--- src/sv/sfr_pkg.sv ---
// Shared types and constants for the stream find-and-replace core.
// No dependencies; used by sfr_front, sfr_queue, sfr_back and the top level.
package sfr_pkg;

    localparam int CFG_INDEX_W = 3;
    localparam int CFG_DATA_W  = 64;
    localparam int LEN_W       = 4;

    // Result slots one command can carry (one byte each).
    localparam int CMD_SLOTS   = 8;
    localparam int CNT_W       = $clog2(CMD_SLOTS + 1);
    localparam int POS_W       = $clog2(CMD_SLOTS);

    localparam int QUEUE_DEPTH = 4;

    // Configuration register indexes.
    localparam logic [CFG_INDEX_W-1:0] REG_PATTERN_BYTES      = 3'd0;
    localparam logic [CFG_INDEX_W-1:0] REG_PATTERN_LENGTH     = 3'd1;
    localparam logic [CFG_INDEX_W-1:0] REG_REPLACEMENT_BYTES  = 3'd2;
    localparam logic [CFG_INDEX_W-1:0] REG_REPLACEMENT_LENGTH = 3'd3;
    localparam logic [CFG_INDEX_W-1:0] REG_REPLACE_EVERY      = 3'd4;

    // Emission command: count bytes from the low end of bytes; a command
    // with count zero and last set is a bare end marker.
    typedef struct packed {
        logic [8*CMD_SLOTS-1:0] bytes;
        logic [CNT_W-1:0]       count;
        logic                   last;
    } t_cmd;

endpackage

--- src/sv/sfr_front.sv ---
// Front end: configuration registers, match window and command builder.
// Depends on sfr_pkg.
module sfr_front #(
    parameter int MAX_PATTERN     = 8,
    parameter int MAX_REPLACEMENT = 8
) (
    input  logic                               i_clk,
    input  logic                               i_rst_n,
    input  logic                               i_cfg_we,
    input  logic [sfr_pkg::CFG_INDEX_W-1:0]    i_cfg_index,
    input  logic [sfr_pkg::CFG_DATA_W-1:0]     i_cfg_data,
    input  logic                               i_valid,
    output logic                               o_ready,
    input  logic [7:0]                         i_text_byte,
    input  logic                               i_end_of_text,
    input  logic                               i_q_full,
    output logic                               o_push,
    output sfr_pkg::t_cmd                      o_cmd
);

    localparam int FILL_W = $clog2(MAX_PATTERN + 1);
    localparam int LEN_W  = sfr_pkg::LEN_W;
    localparam int CNT_W  = sfr_pkg::CNT_W;
    localparam int SLOTS  = sfr_pkg::CMD_SLOTS;

    logic [63:0]       r_pat;
    logic [LEN_W-1:0]  r_plen;
    logic [63:0]       r_rep;
    logic [LEN_W-1:0]  r_rlen;
    logic              r_every;

    logic [7:0]        r_win [MAX_PATTERN];
    logic [7:0]        n_win [MAX_PATTERN];
    logic [FILL_W-1:0] r_fill;
    logic [FILL_W-1:0] n_fill;
    logic              r_first_done;
    logic              n_first_done;

    logic [LEN_W-1:0]  plen_clamp;
    logic [LEN_W-1:0]  plen_use;
    logic [LEN_W-1:0]  rlen_use;
    logic [FILL_W-1:0] fill_app;
    logic [7:0]        w_app [SLOTS];
    logic              all_eq;
    logic              match;
    logic              pop;
    logic              accept;

    assign o_ready = !i_q_full;
    assign accept  = i_valid && o_ready;

    always_comb begin
        plen_clamp = (r_plen > LEN_W'(MAX_PATTERN)) ? LEN_W'(MAX_PATTERN) : r_plen;
        plen_use   = (!r_every && r_first_done) ? '0 : plen_clamp;
        rlen_use   = (r_rlen > LEN_W'(MAX_REPLACEMENT)) ? LEN_W'(MAX_REPLACEMENT) : r_rlen;
        fill_app   = r_fill + FILL_W'(1);

        // window with the new byte appended at the fill position
        for (int i = 0; i < SLOTS; i++) begin
            w_app[i] = 8'h00;
        end
        for (int i = 0; i < MAX_PATTERN; i++) begin
            w_app[i] = (FILL_W'(i) == r_fill) ? i_text_byte : r_win[i];
        end

        all_eq = 1'b1;
        for (int i = 0; i < MAX_PATTERN; i++) begin
            if ((LEN_W'(i) < plen_use) && (w_app[i] != r_pat[8*i +: 8])) begin
                all_eq = 1'b0;
            end
        end
        match = (plen_use != '0) && (LEN_W'(fill_app) == plen_use) && all_eq;
        pop   = !match && (LEN_W'(fill_app) >= plen_use);

        o_cmd.last = i_end_of_text;
        if (match) begin
            o_cmd.bytes = r_rep;
            o_cmd.count = CNT_W'(rlen_use);
        end else begin
            for (int i = 0; i < SLOTS; i++) begin
                o_cmd.bytes[8*i +: 8] = w_app[i];
            end
            if (i_end_of_text) begin
                o_cmd.count = CNT_W'(fill_app);
            end else if (pop) begin
                o_cmd.count = CNT_W'(1);
            end else begin
                o_cmd.count = '0;
            end
        end
        o_push = accept && ((o_cmd.count != '0) || i_end_of_text);

        // window update
        for (int i = 0; i < MAX_PATTERN; i++) begin
            n_win[i] = w_app[i];
        end
        n_fill = fill_app;
        if (match || i_end_of_text) begin
            n_fill = '0;
        end else if (pop) begin
            for (int i = 0; i < MAX_PATTERN - 1; i++) begin
                n_win[i] = w_app[i+1];
            end
            n_fill = r_fill;
        end

        if (i_end_of_text) begin
            n_first_done = 1'b0;
        end else if (match && !r_every) begin
            n_first_done = 1'b1;
        end else begin
            n_first_done = r_first_done;
        end
    end

    always_ff @(posedge i_clk) begin
        if (!i_rst_n) begin
            r_pat        <= '0;
            r_plen       <= '0;
            r_rep        <= '0;
            r_rlen       <= '0;
            r_every      <= 1'b1;
            r_fill       <= '0;
            r_first_done <= 1'b0;
        end else begin
            if (i_cfg_we) begin
                case (i_cfg_index)
                    sfr_pkg::REG_PATTERN_BYTES:      r_pat   <= i_cfg_data;
                    sfr_pkg::REG_PATTERN_LENGTH:     r_plen  <= i_cfg_data[LEN_W-1:0];
                    sfr_pkg::REG_REPLACEMENT_BYTES:  r_rep   <= i_cfg_data;
                    sfr_pkg::REG_REPLACEMENT_LENGTH: r_rlen  <= i_cfg_data[LEN_W-1:0];
                    sfr_pkg::REG_REPLACE_EVERY:      r_every <= i_cfg_data[0];
                    default: ;
                endcase
            end
            if (accept) begin
                r_fill       <= n_fill;
                r_first_done <= n_first_done;
            end
        end
    end

    always_ff @(posedge i_clk) begin
        if (accept) begin
            for (int i = 0; i < MAX_PATTERN; i++) begin
                r_win[i] <= n_win[i];
            end
        end
    end

    a_fill_below_max: assert property (@(posedge i_clk) disable iff (!i_rst_n)
        32'(r_fill) < MAX_PATTERN)
        else $error("window fill reached pattern capacity between items");

    a_end_clears: assert property (@(posedge i_clk) disable iff (!i_rst_n)
        accept && i_end_of_text |=> r_fill == '0 && !r_first_done)
        else $error("end of text did not clear window state");

endmodule

--- src/sv/sfr_queue.sv ---
// Small command FIFO between front and back end.
// Depends on sfr_pkg (t_cmd, QUEUE_DEPTH).
module sfr_queue (
    input  logic          i_clk,
    input  logic          i_rst_n,
    input  logic          i_push,
    input  sfr_pkg::t_cmd i_cmd,
    output logic          o_full,
    output logic          o_valid,
    output sfr_pkg::t_cmd o_head,
    input  logic          i_pop
);

    localparam int DEPTH = sfr_pkg::QUEUE_DEPTH;
    localparam int PTR_W = $clog2(DEPTH);
    localparam int CNT_W = $clog2(DEPTH + 1);

    sfr_pkg::t_cmd    r_mem [DEPTH];
    logic [PTR_W-1:0] r_wr_ptr;
    logic [PTR_W-1:0] r_rd_ptr;
    logic [CNT_W-1:0] r_count;

    assign o_full  = (r_count == CNT_W'(DEPTH));
    assign o_valid = (r_count != '0);
    assign o_head  = r_mem[r_rd_ptr];

    always_ff @(posedge i_clk) begin
        if (!i_rst_n) begin
            r_wr_ptr <= '0;
            r_rd_ptr <= '0;
            r_count  <= '0;
        end else begin
            if (i_push) begin
                r_wr_ptr <= (r_wr_ptr == PTR_W'(DEPTH - 1)) ? '0 : r_wr_ptr + PTR_W'(1);
            end
            if (i_pop) begin
                r_rd_ptr <= (r_rd_ptr == PTR_W'(DEPTH - 1)) ? '0 : r_rd_ptr + PTR_W'(1);
            end
            case ({i_push, i_pop})
                2'b10:   r_count <= r_count + CNT_W'(1);
                2'b01:   r_count <= r_count - CNT_W'(1);
                default: r_count <= r_count;
            endcase
        end
    end

    always_ff @(posedge i_clk) begin
        if (i_push) begin
            r_mem[r_wr_ptr] <= i_cmd;
        end
    end

    a_no_overflow: assert property (@(posedge i_clk) disable iff (!i_rst_n)
        !(i_push && o_full) && !(i_pop && !o_valid))
        else $error("command queue overflow or underflow");

endmodule

--- src/sv/sfr_back.sv ---
// Back end: expands commands, one result per unstalled cycle.
// Depends on sfr_pkg (t_cmd, slot widths).
module sfr_back (
    input  logic          i_clk,
    input  logic          i_rst_n,
    input  logic          i_q_valid,
    input  sfr_pkg::t_cmd i_head,
    output logic          o_pop,
    output logic          o_valid,
    input  logic          i_ready,
    output logic [7:0]    o_out_byte,
    output logic          o_byte_present,
    output logic          o_last_of_text
);

    localparam int POS_W = sfr_pkg::POS_W;
    localparam int CNT_W = sfr_pkg::CNT_W;

    logic [POS_W-1:0] r_pos;
    logic             r_valid;
    logic [7:0]       r_byte;
    logic             r_present;
    logic             r_last;

    logic             load;
    logic             empty_cmd;
    logic             cmd_done;

    assign empty_cmd = (i_head.count == '0);
    assign cmd_done  = empty_cmd || (CNT_W'(r_pos) + CNT_W'(1) == i_head.count);
    assign load      = i_q_valid && (!r_valid || i_ready);
    assign o_pop     = load && cmd_done;

    always_ff @(posedge i_clk) begin
        if (!i_rst_n) begin
            r_pos   <= '0;
            r_valid <= 1'b0;
        end else begin
            if (load) begin
                r_pos   <= cmd_done ? '0 : r_pos + POS_W'(1);
                r_valid <= 1'b1;
            end else if (i_ready) begin
                r_valid <= 1'b0;
            end
        end
    end

    always_ff @(posedge i_clk) begin
        if (load) begin
            r_byte    <= empty_cmd ? 8'h00 : i_head.bytes[{r_pos, 3'b000} +: 8];
            r_present <= !empty_cmd;
            r_last    <= i_head.last && cmd_done;
        end
    end

    assign o_valid        = r_valid;
    assign o_out_byte     = r_byte;
    assign o_byte_present = r_present;
    assign o_last_of_text = r_last;

    a_pos_in_range: assert property (@(posedge i_clk) disable iff (!i_rst_n)
        i_q_valid |-> (r_pos == '0) || (CNT_W'(r_pos) < i_head.count))
        else $error("slot position ran past command length");

    a_marker_form: assert property (@(posedge i_clk) disable iff (!i_rst_n)
        r_valid && !r_present |-> r_last && (r_byte == 8'h00))
        else $error("byteless result is not a clean end marker");

endmodule

--- src/sv/stream_find_and_replace_core.sv ---
// Top level of the streaming find-and-replace core.
// Depends on sfr_pkg, sfr_front, sfr_queue and sfr_back.
//
// Usage:
//   Input channel (i_valid/o_ready) takes one text byte per transfer, with
//   i_end_of_text on the last byte. Output channel (o_valid/i_ready) gives
//   one rewritten byte per transfer; o_last_of_text marks the final one,
//   and a text whose tail produces nothing ends with a byteless marker
//   (o_byte_present low, o_out_byte zero).
//   Configuration: i_cfg_we writes i_cfg_data into register i_cfg_index
//   (pattern bytes, pattern length, replacement bytes, replacement length,
//   replace-every). Write only while no text is in flight.
//   Result path: the first result of an input transfer is written into the
//   command queue, then loaded into the output register when the back end is free.
//   Throughput: one input byte per cycle while the queue has room; the back
//   end sends one result per cycle while the receiver is ready, so a match
//   (up to MAX_REPLACEMENT results) or an end flush (up to MAX_PATTERN
//   results) occupies it until all its results are sent. The four-entry
//   command queue absorbs such bursts; o_ready drops only when it is full.
//   Reset: synchronous, clears window, queue and output valid; registers
//   return to defaults (replace-every set, lengths zero).
//   Receiver stall: the output register holds; the queue fills, then the
//   input side stalls. Nothing is dropped.
module stream_find_and_replace_core #(
    parameter int MAX_PATTERN     = 8,
    parameter int MAX_REPLACEMENT = 8
) (
    input  logic                            i_clk,
    input  logic                            i_rst_n,
    input  logic                            i_cfg_we,
    input  logic [sfr_pkg::CFG_INDEX_W-1:0] i_cfg_index,
    input  logic [sfr_pkg::CFG_DATA_W-1:0]  i_cfg_data,
    input  logic                            i_valid,
    output logic                            o_ready,
    input  logic [7:0]                      i_text_byte,
    input  logic                            i_end_of_text,
    output logic                            o_valid,
    input  logic                            i_ready,
    output logic [7:0]                      o_out_byte,
    output logic                            o_byte_present,
    output logic                            o_last_of_text
);

    // front to queue
    logic          push;
    sfr_pkg::t_cmd push_cmd;
    logic          q_full;
    // queue to back
    logic          q_valid;
    sfr_pkg::t_cmd q_head;
    logic          q_pop;

    // Front: window shift/compare per transfer, emits one command per item
    // that produces results or ends the text.
    sfr_front #(
        .MAX_PATTERN     (MAX_PATTERN),
        .MAX_REPLACEMENT (MAX_REPLACEMENT)
    ) u_front (
        .i_clk         (i_clk),
        .i_rst_n       (i_rst_n),
        .i_cfg_we      (i_cfg_we),
        .i_cfg_index   (i_cfg_index),
        .i_cfg_data    (i_cfg_data),
        .i_valid       (i_valid),
        .o_ready       (o_ready),
        .i_text_byte   (i_text_byte),
        .i_end_of_text (i_end_of_text),
        .i_q_full      (q_full),
        .o_push        (push),
        .o_cmd         (push_cmd)
    );

    // Decouples the front from output stalls and multi-byte bursts.
    sfr_queue u_queue (
        .i_clk   (i_clk),
        .i_rst_n (i_rst_n),
        .i_push  (push),
        .i_cmd   (push_cmd),
        .o_full  (q_full),
        .o_valid (q_valid),
        .o_head  (q_head),
        .i_pop   (q_pop)
    );

    // Back: serializes each command into results through the output register.
    sfr_back u_back (
        .i_clk          (i_clk),
        .i_rst_n        (i_rst_n),
        .i_q_valid      (q_valid),
        .i_head         (q_head),
        .o_pop          (q_pop),
        .o_valid        (o_valid),
        .i_ready        (i_ready),
        .o_out_byte     (o_out_byte),
        .o_byte_present (o_byte_present),
        .o_last_of_text (o_last_of_text)
    );

endmodule
--- config.mk ---
export PLATFORM = sky130hd
export DESIGN_NAME = stream_find_and_replace_core
export DESIGN_NICKNAME = d
export VERILOG_FILES = /design/src/sv/sfr_pkg.sv /design/src/sv/sfr_front.sv /design/src/sv/sfr_queue.sv /design/src/sv/sfr_back.sv /design/src/sv/stream_find_and_replace_core.sv
export SDC_FILE = /design/constraint.sdc
export NUM_CORES = 1
export LEC_CHECK = 0
export BUFFER_PORTS_ARGS = -buffer_cell sky130_fd_sc_hd__buf_2
export CORE_MARGIN = 1.5
export CORE_UTILIZATION = 28
export CTS_BUF_LIST = sky130_fd_sc_hd__clkbuf_4
export DETAILED_ROUTE_END_ITERATION = 8
export HOLD_SLACK_MARGIN = 0.15
export PLACE_DENSITY = 0.41
export SLEW_MARGIN = 20
export SYNTH_ARGS = -nofsm -noshare
export SYNTH_HDL_FRONTEND = slang
export SYNTH_SLANG_ARGS = --single-unit
--- constraint.sdc ---
create_clock -name i_clk -period 8.6 [get_ports i_clk]
set_input_delay 1.72 -clock i_clk [delete_from_list [all_inputs] [get_ports i_clk]]
set_output_delay 1.72 -clock i_clk [all_outputs]
set_load 0.01 [all_outputs]
== Yosys cells after proc, flatten, opt, wreduce, memory -nomap -nowiden ==
Memories as Yosys holds them, arrays and structs flattened. A register that Yosys moved wholly into a read port is not among the register bits.
Index checks and enable logic that the tools add are counted.
W data, S select, Z words.

* Bits in registers: 163
* Memories kept: 2
* Word-level logic and storage cells: 146
* Output and inout bits: 12
* Input bits: 81
* RAM bits: 340

{| class="wikitable"
|+ Memories
! name !! depth !! width !! read ports !! clocked after Yosys merged registers in !! write ports !! line !! source
|-
| u_queue.r_mem || 4 || 69 || 1 || 1 || 1 || sfr_queue.sv:18 || <nowiki>sfr_pkg::t_cmd r_mem [DEPTH];</nowiki>
|-
| u_front.r_win || 8 || 8 || 8 || 0 || 8 || sfr_front.sv:32 || <nowiki>logic [7:0] r_win [MAX_PATTERN];</nowiki>
|}

* Eq/ne operators: 27
* Shift operators: 1
* Multiplexer cells: 40
* Reduce and logical (&&, ||, !) cells: 43
* Order comparisons: 11
* $add $sub $neg: 7

{| class="wikitable"
|+ Operator list
! operator !! count
|-
| $mux W56 || 2
|-
| $mux W68 || 1
|-
| $mux W8 || 8
|-
| $ne A8 B8 Y1 || 8
|-
| $shiftx A64 B7 Y8 || 1
|-
| $mux W4 || 6
|-
| $logic_and A1 B1 Y1 || 18
|-
| $mux W1 || 17
|-
| $eq A3 B4 Y1 const A || 4
|-
| $lt A3 B4 Y1 const A || 4
|-
| $reduce_and A2 Y1 || 7
|-
| $eq A2 B4 Y1 const A || 2
|-
| $eq A4 B4 Y1 || 2
|-
| $gt A4 B4 Y1 const B || 2
|-
| $logic_not A4 Y1 || 2
|-
| $lt A1 B4 Y1 const A || 2
|-
| $lt A2 B4 Y1 const A || 2
|-
| $mux W2 || 4
|-
| $reduce_bool A4 Y1 || 2
|-
| $add A3 B1 Y3 const B || 2
|-
| $eq A2 B2 Y1 const B || 3
|-
| $eq A3 B2 Y1 const B || 2
|-
| $eq A3 B3 Y1 const B || 2
|-
| $pmux W3 S2 || 1
|-
| 15 further kinds || 25
|}

== Longest topological paths before layout ==
Gate-level depths: netlist (run 1).

* Depth in word-level cells: 24
* Mapped depth: 19
* Gate-level depth less buffers: 18

== Hierarchy ==
A second synthesis (run 1) with hierarchy kept.

* Cells, all modules: 1,973
* Area, all modules: 23,144.7 um^2

{| class="wikitable"
|+ Modules (own cells, without submodules)
! module !! times used !! area each (um^2) !! seq. area each (um^2) !! cells each
|-
| sfr_front || 1 || 11,598.6 || 4,764.6 || 1,481
|-
| sfr_queue || 1 || 10,430.0 || 8,468.1 || 408
|-
| sfr_back || 1 || 1,116.1 || 380.4 || 84
|}

== Worst setup path after synthesis (run 1) ==
OpenSTA, ideal clock, no wires.

* Path type: input to register
* Start: input i_valid
* End: memory u_queue.r_mem[0][0] in the netlist's numbering (enable)
* Stages on the path: 4
* Slack: 1.652 ns
* Setup time: 0.497 ns
* Data required time: 8.103 ns
* Buffers on the path: 0
* Arrival time: 6.452 ns
* Path through: nand2_1 inv_1 a21oi_2 nor2_1

* Longest elaborated chain between the ends: 4

{| class="wikitable"
|+ RTL lines
! item !! line !! source
|-
| start: declaration || stream_find_and_replace_core.sv:33 || <nowiki>input logic i_valid,</nowiki>
|-
| $logic_and A1 B1 Y1 || sfr_front.sv:50 || <nowiki>assign accept = i_valid && o_ready;</nowiki>
|-
| named net u_front.accept || sfr_front.sv:47 || <nowiki>logic accept;</nowiki>
|-
| $logic_and A1 B1 Y1 || sfr_front.sv:91 || <nowiki>o_push = accept && ((o_cmd.count != '0) || i_end_of_text);</nowiki>
|-
| $mux W1 || sfr_queue.sv:48 || <nowiki>if (i_push) begin</nowiki>
|-
| $mux W1 (not written as such) || sfr_queue.sv:49 || <nowiki>r_mem[r_wr_ptr] <= i_cmd;</nowiki>
|-
| end: declaration || sfr_queue.sv:18 ||
|}

The timed path passes the listed nets, and every way through them passes these cells.

== Worst setup path after layout (run 1) ==
* Start: register u_front.r_fill[2]
* End: register u_queue.r_count[2]

* Longest elaborated chain between the ends: 23
* Elaborated cells between the ends (all ways): 57
* Classes of those cells: add/sub (1); order compare (1); eq/ne (18); mux (20); reduce/logical (17)

{| class="wikitable"
|+ RTL lines
! item !! line !! source
|-
| start: declaration || sfr_front.sv:34 || <nowiki>logic [FILL_W-1:0] r_fill;</nowiki>
|-
| start signal: assignment || sfr_front.sv:137 || <nowiki>r_fill <= n_fill;</nowiki>
|-
| $logic_not A4 Y1 || sfr_front.sv:63 || <nowiki>w_app[i] = (FILL_W'(i) == r_fill) ? i_text_byte : r_win[i];</nowiki>
|-
| $mux W8 || sfr_front.sv:63 ||
|-
| $ne A8 B8 Y1 || sfr_front.sv:68 || <nowiki>if ((LEN_W'(i) < plen_use) && (w_app[i] != r_pat[8*i +: 8])) begin</nowiki>
|-
| $logic_and A1 B1 Y1 || sfr_front.sv:68 ||
|-
| $mux W1 (8 in a row) || sfr_front.sv:68 ||
|-
| $logic_and A1 B1 Y1 || sfr_front.sv:72 || <nowiki>match = (plen_use != '0) && (LEN_W'(fill_app) == plen_use) && all_eq;</nowiki>
|-
| $logic_not A1 Y1 || sfr_front.sv:73 || <nowiki>pop = !match && (LEN_W'(fill_app) >= plen_use);</nowiki>
|-
| $logic_and A1 B1 Y1 || sfr_front.sv:73 ||
|-
| $mux W1 || sfr_front.sv:85 || <nowiki>end else if (pop) begin</nowiki>
|-
| $mux W4 || sfr_front.sv:83 || <nowiki>if (i_end_of_text) begin</nowiki>
|-
| $mux W68 (*) || sfr_front.sv:76 || <nowiki>if (match) begin</nowiki>
|-
| $reduce_bool A4 Y1 (*) || sfr_front.sv:91 ||
|-
| $logic_or A1 B1 Y1 (*) || sfr_front.sv:91 ||
|-
| $logic_and A1 B1 Y1 (*) || sfr_front.sv:91 ||
|-
| $eq A2 B1 Y1 or $eq A2 B2 Y1 (tied branches) || sfr_queue.sv:39 || <nowiki>case ({i_push, i_pop})</nowiki>
|-
| $pmux W3 S2 or $reduce_bool A2 Y1 (tied branches) || - ||
|-
| end signal: assignment || sfr_queue.sv:40 || <nowiki>2'b10: r_count <= r_count + CNT_W'(1);</nowiki>
|-
| end signal: assignment || sfr_queue.sv:41 || <nowiki>2'b01: r_count <= r_count - CNT_W'(1);</nowiki>
|-
| end signal: assignment || sfr_queue.sv:42 || <nowiki>default: r_count <= r_count;</nowiki>
|-
| end: declaration || sfr_queue.sv:21 || <nowiki>logic [CNT_W-1:0] r_count;</nowiki>
|}

Every way passes the cells marked *; elsewhere a longest branch is shown, timed or not.
A chain may end at the register's enable or synchronous reset.

==> results of run 1 <==
-- worst paths after layout --
check	startpoint	depth (start not counted)	end	slack [ns]
setup reg to reg	u_front.r_fill[2]	14	u_queue.r_count[2]	2.88
setup / recovery	u_front.r_fill[2]	14	u_queue.r_count[2]	2.88
hold reg to reg	u_front.r_rep[33]	2	u_front.r_rep[33]	0.46
hold / removal	u_front.r_rep[33]	2	u_front.r_rep[33]	0.46
-- state kept, by name, indices dropped and copies added (netlist names), 3 cells and up, named ones only --
name	count
u_queue.r_mem	276
u_front.r_pat	64
u_front.r_rep	64
u_front.r_win	64
u_back.o_out_byte	8
u_front.r_fill	4
u_front.r_plen	4
u_front.r_rlen	4
u_back.r_pos	3
u_queue.r_count	3
-- critical path, delay by kind of cell (launching register included) --
family / cells / cell delay [ns]
compound gates: 6 / 2.01
simple gates: 3 / 1.55
flops: 1 / 0.79
fa+ha+maj: 2 / 0.74
mux: 1 / 0.33
xor+xnor: 1 / 0.16
buf+inv: 1 / 0.08
-- per-layer routing --
metal	part of all wire, %	vias up	global-route usage (%)	wire length [um]
met5	0	-	0	0
met4	2.8	0	6.81	1940
met3	4.5	119	3.79	3170
met2	45	376	26.0	31600
met1	47	7735	23.2	33100
li1	-	7144	-	-
-- cells by family (layout without fill, tap and decap cells) --
| family | Yosys count | after routing |
|---|---|---|
| DFF | 505 | 505 |
| adders and majority gates | 16 | 16 |
| and+or+nand+nor | 563 | 563 |
| muxes | 177 | 177 |
| other | 0 | 16 |
| buffers and inverters | 180 | 431 |
| xor gates and xnor gates | 32 | 32 |
| AOI/OAI and AO/OA | 349 | 349 |
-- power groups by stage --
| stage | sequential (mW) | clock, mW | combinational, mW |
|---|---|---|---|
| 4_1_cts | 3.15 | 2.45 | 1.27 |
| 6_report | 3.14 | 2.36 | 1.25 |
| 3_3_place_gp | 3.19 | 0 | 1.26 |
| 2_1_floorplan | 3.13 | 0 | 0.838 |
| 5_1_grt | 3.18 | 2.58 | 1.35 |
| 3_5_place_dp | 3.20 | 0 | 1.27 |
-- synth_stat cells (9+ instances only) --
cell                         n
sky130_fd_sc_hd__buf_1      15
sky130_fd_sc_hd__nor2_1    109
sky130_fd_sc_hd__clkbuf_1   92
sky130_fd_sc_hd__or3_1      49
sky130_fd_sc_hd__inv_1      55
sky130_fd_sc_hd__o221a_2    48
sky130_fd_sc_hd__xnor2_1    19
sky130_fd_sc_hd__nand2b_1   21
sky130_fd_sc_hd__buf_6       9
sky130_fd_sc_hd__mux2i_1    86
sky130_fd_sc_hd__ha_1       15
sky130_fd_sc_hd__nand3_1    12
sky130_fd_sc_hd__xor2_1     13
sky130_fd_sc_hd__a21oi_1    81
sky130_fd_sc_hd__o22ai_1    26
sky130_fd_sc_hd__mux4_2     85
sky130_fd_sc_hd__dfxtp_1   155
sky130_fd_sc_hd__nor2b_1    31
sky130_fd_sc_hd__a21boi_0  131
sky130_fd_sc_hd__o21ai_0    10
sky130_fd_sc_hd__nor3_1     10
sky130_fd_sc_hd__nand2_1   291
sky130_fd_sc_hd__edfxtp_1  350
-- area by class of cell --
class                   count  area, um^2  area share (%)
flip-flops and latches    505       13600            51.5
multi-input cells        1137        8650            32.7
clock buffers             223        1670            6.33
well taps                1060        1330            5.01
repair buffers            116         656            2.48
clock inverters            37         275            1.04
inverters                  55         206           0.780
diodes                     16        40.0           0.151
-- stage by stage --
step                worst slack, ns  power [mW]  instances
floorplan                      1.65        3.97       1822
global placement               2.20        4.46       2873
detailed placement             2.07        4.47       2873
CTS                            2.81        6.88       3133
global route                   2.42        7.11       3142
finish                         2.88        6.74       3149
==> PnR_summary.wiki, run 1 <==
{| class="wikitable"
! Metric !! Value
|-
| Outcome || complete, no violations
|-
| Largest cells by area after synthesis || sky130_fd_sc_hd__edfxtp_1 46%, sky130_fd_sc_hd__dfxtp_1 14%, sky130_fd_sc_hd__mux4_2 8.3%
|-
| Total length of routed wires || 69,800 um
|-
| Fraction of power consumed by sequential logic || 46.6%
|-
| Final critical-path required period || 5.72 ns
|-
| Maximum VDD drop || 0.0940 mV
|-
| Gp weighted congestion || 0.838
|-
| CORE AREA || 80,800 um^2
|-
| H-tree depth || 4
|-
| Arrival time at the worst endpoint || 6.64 ns
|-
| Top-Level Pins || 93
|-
| # resized after CTS || 0
|-
| Crit path cell chain || and3b_1 -> mux2i_1 -> a2bb2oi_1 -> nor4bb_1 -> a211oi_1 -> a2111oi_4 -> a311oi_1 -> a21oi_2 -> ha_1 -> inv_1 -> fa_1 -> xor2_1 -> or3_1 -> a21boi_0
|-
| Share of Yosys cell area claimed by the top area cell type || 45.7%
|-
| Initial DRC count || 1,034
|-
| Slew at the pin closest to its max-slew limit || 1.06 ns
|-
| Area delta synth->final || 15.1%
|-
| Initial DRT Pass Iterations || 5
|-
| Post-detailed-route via-to-cell ratio || 4.88
|-
| Combinational Power Share || 18.5%
|-
| Worst hold slack || 0.465 ns
|-
| Hold crit path type || flop to flop
|-
| Buffer cell driving the clock tree root || sky130_fd_sc_hd__clkbuf_4
|-
| Max Clock Freq || 175 MHz
|-
| Post-route standard cell area excluding fillers || 26,500 um^2
|-
| Commonest non-fill, non-tap cell in the layout || sky130_fd_sc_hd__edfxtp_1
|-
| Portion of netlist area occupied by mux cells || 12.6%
|-
| Reported net switching power || 1.93 mW
|-
| Overall die width || 289 um
|-
| Slew margin rel. || 29.3%
|-
| Type of element capturing the critical path || flop
|-
| DRC violations left || 0
|-
| Leakage || 9.14 nW
|-
| Crit path required time || 9.52 ns
|-
| Via count of the first global-routing pass || 15,800
|-
| DP HPWL || 46,000 um
|-
| Largest area contributor in the synthesized netlist || sky130_fd_sc_hd__edfxtp_1
|-
| Kind of launch point of the worst setup path || flop
|-
| Final setup violating endpoints || 0
|-
| Avg WL per Cell || 22.2 um
|-
| Main synth FF type || sky130_fd_sc_hd__edfxtp_1
|-
| Total count of hold-check failures in the final report || 0
|-
| Via count || 15,400
|-
| Async SR Flop Fraction || 0%
|-
| TritonCTS clock tree || done
|-
| Wire length of the first global-routing pass || 104,000 um
|-
| Total congestion overflow after global routing || 0
|-
| Sw Ratio || 28.7%
|-
| Fraction of the yosys area taken by sequential cells || 59.3%
|-
| Avg Cell Area, Syn || 12.6 um^2
|-
| Number of distinct library cells after synthesis || 69
|-
| Maximum clock insertion buffer count || 3
|-
| Combinational family with the most area after synthesis || multiplexers
|-
| Final-report max-slew violation count || 0
|-
| Initial Utilization || 28.4%
|-
| Power density relative to cell area || 255 nW/um^2
|-
| Syn. warnings || 0
|-
| Simple-gate share of the synthesized area || 11.2%
|-
| Share of post-route cells with drive strength above 1 || 25.2%
|-
| Floorplan die height || 289 um
|-
| Fin crit share || 66.5%
|-
| Worst-path cell with the longest stage delay || sky130_fd_sc_hd__and3b_1
|-
| Worst-path clk slew || 0.06 ns
|-
| XOR/XNOR share of the synthesized area || 1.22%
|-
| Setup_tns || 0 ns
|-
| Max-cap violations || 0
|-
| Number of sinks driven by the clock tree || 505
|-
| Adder-Cell Fraction of Synth Area || 0.904%
|-
| Most frequent cells in the layout || 350 x sky130_fd_sc_hd__edfxtp_1, 289 x sky130_fd_sc_hd__nand2_1, 223 x sky130_fd_sc_hd__clkbuf_4
|-
| Pin count of the biggest net entering global routing || 93
|-
| TritonCTS buffer count || 144
|-
| Post-synth EDFFs || 350
|-
| Utilization after layout || 32.7%
|-
| Fill cell count || 8,164
|-
| Fraction of power consumed by the clock network || 35.0%
|-
| Net count after synthesis || 1,919
|-
| Max incr delay on CP || 0.89 ns
|-
| Count of hold-fix buffers inserted at cts || 0
|-
| Buffers added on ports || 92
|-
| Number of antenna violations at the first check in global routing || 5
|-
| Count of state elements after synthesis || 505
|-
| Cell internal pwr || 4.81 mW
|-
| Setup repair after global routing missed its margin || no
|-
| Total standard cell area after synthesis || 23,000 um^2
|-
| Compound-cell area share of the yosys netlist || 11.4%
|-
| Number of post-CTS setup repair buffers || 0
|-
| Post-Synthesis Cells || 1,822
|-
| Setup Skew || 0.0712 ns
|-
| Number of cell rows || 104
|-
| Die footprint || 83,800 um^2
|-
| Antenna Nets Post-Route || 0
|-
| Net count of the finished layout || 2,056
|-
| Cell area after placement || 24,500 um^2
|-
| Maximum net fanout on the critical path || 20
|-
| Overall fraction of global-route tracks in use || 17.0%
|-
| Crit Path Category || flop to flop
|-
| Worst-Skew Late Latency || 1.01 ns
|}
Note: power is estimated with default switching activity, not from simulation.
==> run 2, diff against run 1 <==
- PLACE_DENSITY: 0.41 -> 0.43
- clock period: 8.6 -> 4.85 ns (I/O delays scaled with it)
==> PnR_summary.wiki, run 2 (synthesis gave the netlist of run 1 again) <==
{| class="wikitable"
! Metric !! Value
|-
| Commonest non-fill, non-tap cell in the layout || sky130_fd_sc_hd__edfxtp_1
|-
| Total length of routed wires || 69,800 um
|-
| Wire length of the first global-routing pass || 104,000 um
|-
| Top-Level Pins || 93
|-
| Crit path required time || 5.73 ns
|-
| Buffer cell driving the clock tree root || sky130_fd_sc_hd__clkbuf_4
|-
| Cell internal pwr || 8.57 mW
|-
| Initial DRC count || 1,254
|-
| Type of element capturing the critical path || flop
|-
| TritonCTS clock tree || done
|-
| Combinational Power Share || 19.7%
|-
| Avg WL per Cell || 21.6 um
|-
| Arrival time at the worst endpoint || 5.53 ns
|-
| H-tree depth || 4
|-
| Post-detailed-route via-to-cell ratio || 4.90
|-
| Top register by number of flip-flops || u_queue.r_mem
|-
| Flip-flop count of the largest register after layout || 276
|-
| Overall fraction of global-route tracks in use || 16.9%
|-
| Most frequent cells in the layout || 350 x sky130_fd_sc_hd__edfxtp_1, 289 x sky130_fd_sc_hd__nand2_1, 230 x sky130_fd_sc_hd__clkbuf_4
|-
| Worst-Skew Late Latency || 0.98 ns
|-
| Post-placement worst setup slack || -0.0517 ns
|-
| Fraction of power consumed by the clock network || 34.2%
|-
| Worst-path clk slew || 0.06 ns
|-
| Initial DRT Pass Iterations || 7
|-
| Fin crit share || 96.0%
|-
| Buffers added on ports || 92
|-
| Maximum clock insertion buffer count || 3
|-
| Max-cap violations || 0
|-
| Via count of the first global-routing pass || 15,900
|-
| Slew at the pin closest to its max-slew limit || 1.02 ns
|-
| Hold crit path type || primary input to flop
|-
| Number of cell rows || 104
|-
| Gp weighted congestion || 0.819
|-
| Power density relative to cell area || 439 nW/um^2
|-
| Maximum VDD drop || 0.177 mV
|-
| Setup repair after global routing missed its margin || no
|-
| Worst-path cell with the longest stage delay || sky130_fd_sc_hd__nor3b_4
|-
| Die footprint || 83,800 um^2
|-
| Max incr delay on CP || 0.46 ns
|-
| Setup Skew || 0.0710 ns
|-
| Number of antenna violations at the first check in global routing || 6
|-
| Max Clock Freq || 215 MHz
|-
| Kind of cell adding the most delay to the critical path || compound AO/OA/AOI/OAI gates
|-
| Final instance count without filler cells || 3,225
|-
| Area delta synth->final || 18.6%
|-
| Number of sinks driven by the clock tree || 505
|-
| Initial Utilization || 28.4%
|-
| Fill cell count || 8,076
|-
| Final critical-path required period || 4.66 ns
|-
| Total count of hold-check failures in the final report || 0
|-
| Maximum net fanout on the critical path || 9
|-
| DP HPWL || 47,000 um
|-
| Floorplan die height || 289 um
|-
| Final setup violating endpoints || 0
|-
| Number of buffers and inverters on the critical path || 3
|-
| CORE AREA || 80,800 um^2
|-
| Cell area after placement || 25,200 um^2
|-
| Kind of launch point of the worst setup path || flop
|-
| Number of post-CTS setup repair buffers || 0
|-
| Final-report max-slew violation count || 0
|-
| Post-route standard cell area excluding fillers || 27,200 um^2
|-
| Via count || 15,800
|-
| Total power || 12.0 mW
|-
| Fraction of power consumed by sequential logic || 46.1%
|-
| Slew margin rel. || 31.9%
|-
| Setup WS post-layout || 0.193 ns
|-
| Total congestion overflow after global routing || 0
|-
| Outcome || finished, violations left
|-
| Share of post-route cells with drive strength above 1 || 27.7%
|-
| Crit path cell chain || inv_1 -> ha_1 -> nor3b_4 -> buf_6 -> mux2i_1 -> o22ai_1 -> nor3_2 -> a211oi_1 -> a2111oi_4 -> a311oi_1 -> a21oi_2 -> ha_1 -> inv_1 -> fa_1 -> xor2_1 -> or3_1 -> a21boi_0
|-
| Number of placed instances, taps included || 2,944
|-
| Antenna Nets Post-Route || 0
|-
| Crit Path Category || flop to flop
|-
| Leakage || 9.63 nW
|-
| Reported net switching power || 3.41 mW
|-
| Sw Ratio || 28.4%
|-
| TritonCTS buffer count || 147
|-
| Violated checks || design-rule violations
|-
| Net count of the finished layout || 2,140
|-
| DRC violations left || 2
|-
| Pin count of the biggest net entering global routing || 70
|-
| Overall die width || 289 um
|}
## run 2: repair_timing
item                                    CTS  global route
hold buffers                             10             0
pin swaps                                 0             0
endpoints found under the setup margin    1             1
resized for setup                         1             8
hold endpoints to repair                 17             0
## run 2: final cells by class
| class | instances | area, um^2 | share of cell area [%] |
|---|---|---|---|
| Antenna cell | 5 | 12.5 | 0.0459 |
| Clock buffer | 230 | 1730 | 6.34 |
| Clock inverter | 36 | 196 | 0.721 |
| Inverter | 55 | 206 | 0.758 |
| Multi-Input combinational cell | 1137 | 8690 | 31.9 |
| Sequential cell | 505 | 13600 | 50.0 |
| Tap cell | 1060 | 1330 | 4.87 |
| Timing Repair Buffer | 197 | 1470 | 5.39 |
## run 2: worst paths after layout
path                      from                  to  slack [ns]  cells after the start
min reg2reg  u_front.r_rep[23]   u_front.r_rep[23]        0.46                      2
max          u_front.r_fill[0]  u_queue.r_count[2]        0.19                     17
min             i_cfg_data[30]   u_front.r_pat[30]        0.28                      3
max reg2reg  u_front.r_fill[0]  u_queue.r_count[2]        0.19                     17
## run 2: power groups by stage
stage | Combinational (mW) | Clock (mW) | Sequential (mW)
floorplan | 1.49 | 0 | 5.53
global placement | 2.39 | 0 | 5.59
detailed placement | 2.40 | 0 | 5.61
CTS | 2.42 | 4.26 | 5.52
global route | 2.57 | 4.50 | 5.56
finish | 2.35 | 4.10 | 5.52
## run 2: per-stage QoR
stage | TNS, ns | util (%) | hold slack (ns)
final | 0 | 33.7 | 0.277
after global routing | 0 | 33.7 | 0.162
after global placement | -0.0320 | 31.2 | 0.450
after floorplan | -63.35 | - | 0.443
after CTS | 0 | 33.7 | 0.153
after detailed placement | -0.0517 | 31.2 | 0.458
## run 2: worst min-delay path: cells and delay by family
kind            cells  cell delay (ns)
compound gates      1             0.06
buf+inv             1             0.11
simple gates        1             0.05
## run 2: metal layers
| metal | vias up | global-route usage [%] | share of wire [%] |
|---|---|---|---|
| met5 | - | 0 | 0.010 |
| met4 | 2 | 4.83 | 1.8 |
| met3 | 87 | 3.87 | 4.7 |
| met2 | 396 | 26.5 | 46 |
| met1 | 8001 | 23.2 | 47 |
| li1 | 7311 | - | - |
==> run 3, diff against run 2 <==
- PLACE_DENSITY: 0.43 -> 0.41
- clock period: 4.85 -> 5.6 ns (I/O delays scaled with it)
==> PnR_summary.wiki, run 3 (synthesis gave the netlist of run 1 again) <==
{| class="wikitable"
! Metric !! Value
|-
| Worst-Skew Late Latency || 1.01 ns
|-
| Crit Path Category || flop to flop
|-
| Initial DRC count || 1,210
|-
| Initial DRT Pass Iterations || 6
|-
| Post-detailed-route via-to-cell ratio || 4.95
|-
| Slew margin rel. || 31.5%
|-
| Count of hold-fix buffers inserted at cts || 0
|-
| Floorplan die height || 289 um
|-
| Buffers added on ports || 92
|-
| Wire length of the first global-routing pass || 105,000 um
|-
| Type of element capturing the critical path || flop
|-
| Reg-to-reg setup timing slack || 0.57 ns
|-
| Flip-flop count of the largest register after layout || 276
|-
| Maximum clock insertion buffer count || 3
|-
| CORE AREA || 80,800 um^2
|-
| Post-placement worst setup slack || 0.327 ns
|-
| RR Startpoint || u_front.r_every
|-
| Total count of hold-check failures in the final report || 0
|-
| Leakage || 9.33 nW
|-
| Depth of the worst register-to-register path || 18
|-
| Final critical-path required period || 5.03 ns
|-
| Area taken by multi-input logic gates || 8650 um^2
|-
| H-tree depth || 4
|-
| Overall fraction of global-route tracks in use || 17.2%
|-
| Setup Skew || 0.0682 ns
|-
| Worst-path cell with the longest stage delay || sky130_fd_sc_hd__nor2b_1
|-
| Overall die width || 289 um
|-
| Number of cell rows || 104
|-
| TritonCTS clock tree || done
|-
| Slew at the pin closest to its max-slew limit || 1.03 ns
|-
| Number of sinks driven by the clock tree || 505
|-
| Maximum VDD drop || 0.142 mV
|-
| Setup_tns || 0 ns
|-
| Worst Hold Endpoint || u_front.r_pat[34]
|-
| Top register by number of flip-flops || u_queue.r_mem
|-
| Crit path cell chain || nor2b_1 -> nor2_1 -> and2_1 -> ha_1 -> nand4_1 -> nor2_1 -> o41ai_1 -> a2111oi_0 -> nand4_1 -> a2111oi_4 -> a311oi_1 -> a21oi_2 -> ha_1 -> inv_1 -> fa_1 -> xor2_1 -> or3_1 -> a21boi_0
|-
| Area delta synth->final || 16.5%
|-
| Power density relative to cell area || 386 nW/um^2
|-
| Avg WL per Cell || 22.5 um
|-
| WHS Path Cells || 3
|-
| Final-report max-slew violation count || 0
|-
| Net count of the finished layout || 2,101
|-
| Pin count of the biggest net entering global routing || 70
|-
| Number of post-CTS setup repair buffers || 0
|-
| Initial Utilization || 28.4%
|-
| Most frequent cells in the layout || 350 x sky130_fd_sc_hd__edfxtp_1, 289 x sky130_fd_sc_hd__nand2_1, 211 x sky130_fd_sc_hd__clkbuf_4
|-
| TritonCTS buffer count || 145
|-
| Worst hold slack || 0.389 ns
|-
| Gp weighted congestion || 0.831
|-
| Top-Level Pins || 93
|-
| Hold crit path type || primary input to flop
|-
| Outcome || complete, no violations
|-
| Max-cap violations || 0
|-
| # resized after CTS || 0
|-
| Total congestion overflow after global routing || 0
|-
| Max incr delay on CP || 0.52 ns
|-
| Antenna Nets Post-Route || 0
|-
| Via count of the first global-routing pass || 16,000
|-
| Arrival time at the worst endpoint || 5.95 ns
|-
| Setup WS post-layout || 0.571 ns
|-
| Max Clock Freq || 199 MHz
|-
| Commonest non-fill, non-tap cell in the layout || sky130_fd_sc_hd__edfxtp_1
|-
| Total power || 10.3 mW
|-
| DRC violations left || 0
|-
| Final setup violating endpoints || 0
|-
| Crit path required time || 6.52 ns
|-
| Setup repair after global routing missed its margin || no
|-
| Buffer cell driving the clock tree root || sky130_fd_sc_hd__clkbuf_4
|-
| DP HPWL || 47,700 um
|-
| Crit. Startpoint || u_front.r_every
|-
| Combined flip-flop and latch cell area || 13,600 um^2
|-
| Share of post-route cells with drive strength above 1 || 26.5%
|-
| Via count || 15,700
|-
| Fin crit share || 89.8%
|-
| Worst-path clk slew || 0.06 ns
|-
| Maximum net fanout on the critical path || 5
|-
| Total length of routed wires || 71,400 um
|-
| Fill cell count || 8,101
|-
| Startpoint of the lowest-slack hold path || i_cfg_data[34]
|-
| Reg2Reg Capture Point || u_queue.r_count[2]
|-
| Number of antenna violations at the first check in global routing || 5
|-
| Die footprint || 83,800 um^2
|-
| Kind of launch point of the worst setup path || flop
|}
run 3: cell types whose count changed in the layout (fill, tap and decap cells not counted), moves of 3 or more:
cell,before,now
sky130_fd_sc_hd__buf_12,15,6
sky130_fd_sc_hd__buf_4,80,63
sky130_fd_sc_hd__clkbuf_4,230,211
sky130_fd_sc_hd__clkinv_1,27,22
sky130_fd_sc_hd__clkinv_2,0,5
sky130_fd_sc_hd__diode_2,5,11
sky130_fd_sc_hd__dlygate4sd3_1,10,0
sky130_fd_sc_hd__mux2i_1,83,86
sky130_fd_sc_hd__mux2i_2,4,1
run 3: how the worst max path moves through the flow:
| stage | end | cells past startpoint |
|---|---|---|
| 3_5_place_dp | u_queue.r_count[2] | 15 |
| 3_3_place_gp | u_queue.r_count[2] | 15 |
| 2_1_floorplan | u_queue.r_mem[0][0] | 4 |
| 5_1_grt | u_queue.r_count[2] | 18 |
| 4_1_cts | u_queue.r_count[2] | 18 |
| 6_report | u_queue.r_count[2] | 18 |
run 3: layout make-up:
type                            count  area share [%]
Sequential cell                   505            50.9
Multi-Input combinational cell   1137            32.3
Clock buffer                      211            5.92
Tap cell                         1060            4.96
Timing Repair Buffer              160            3.92
Clock inverter                     41            1.09
Inverter                           55           0.771
Antenna cell                       11           0.103
run 3: routing by layer:
layer | share of wire, % | up-vias | GRT usage (%)
li1 | - | 7230 | -
met5 | 0 | - | 0
met4 | 2.2 | 0 | 6.13
met3 | 5.8 | 109 | 4.19
met2 | 46 | 450 | 26.8
met1 | 46 | 7952 | 23.3
run 3: power by group:
group | switching, mW | internal [mW] | leakage [nW]
clock network | 1.63 | 1.91 | 1.12
registers | 0.233 | 4.58 | 4.50
logic | 1.12 | 0.856 | 3.71
total | 2.98 | 7.35 | 9.33
run 3: per-stage QoR:
| step | cell area (um^2) | std cells | util, % |
|---|---|---|---|
| CTS | 26700 | 3169 | 33.1 |
| detailed placement | 24900 | 2917 | 30.8 |
| global placement | 24900 | 2917 | 30.8 |
| floorplan | 23000 | 1822 | - |
| global route | 26800 | 3177 | 33.1 |
| finish | 26800 | 3180 | 33.1 |
run 3: worst max-delay path: cells and delay by family, from the launching register on:
kind                       cells  cell delay [ns]
and+or+nand+nor                7             1.71
adders and majority gates      3             0.97
DFF                            1             0.38
buffers and inverters          1             0.07
AOI/OAI and AO/OA              6             1.69
xor gates and xnor gates       1             0.16
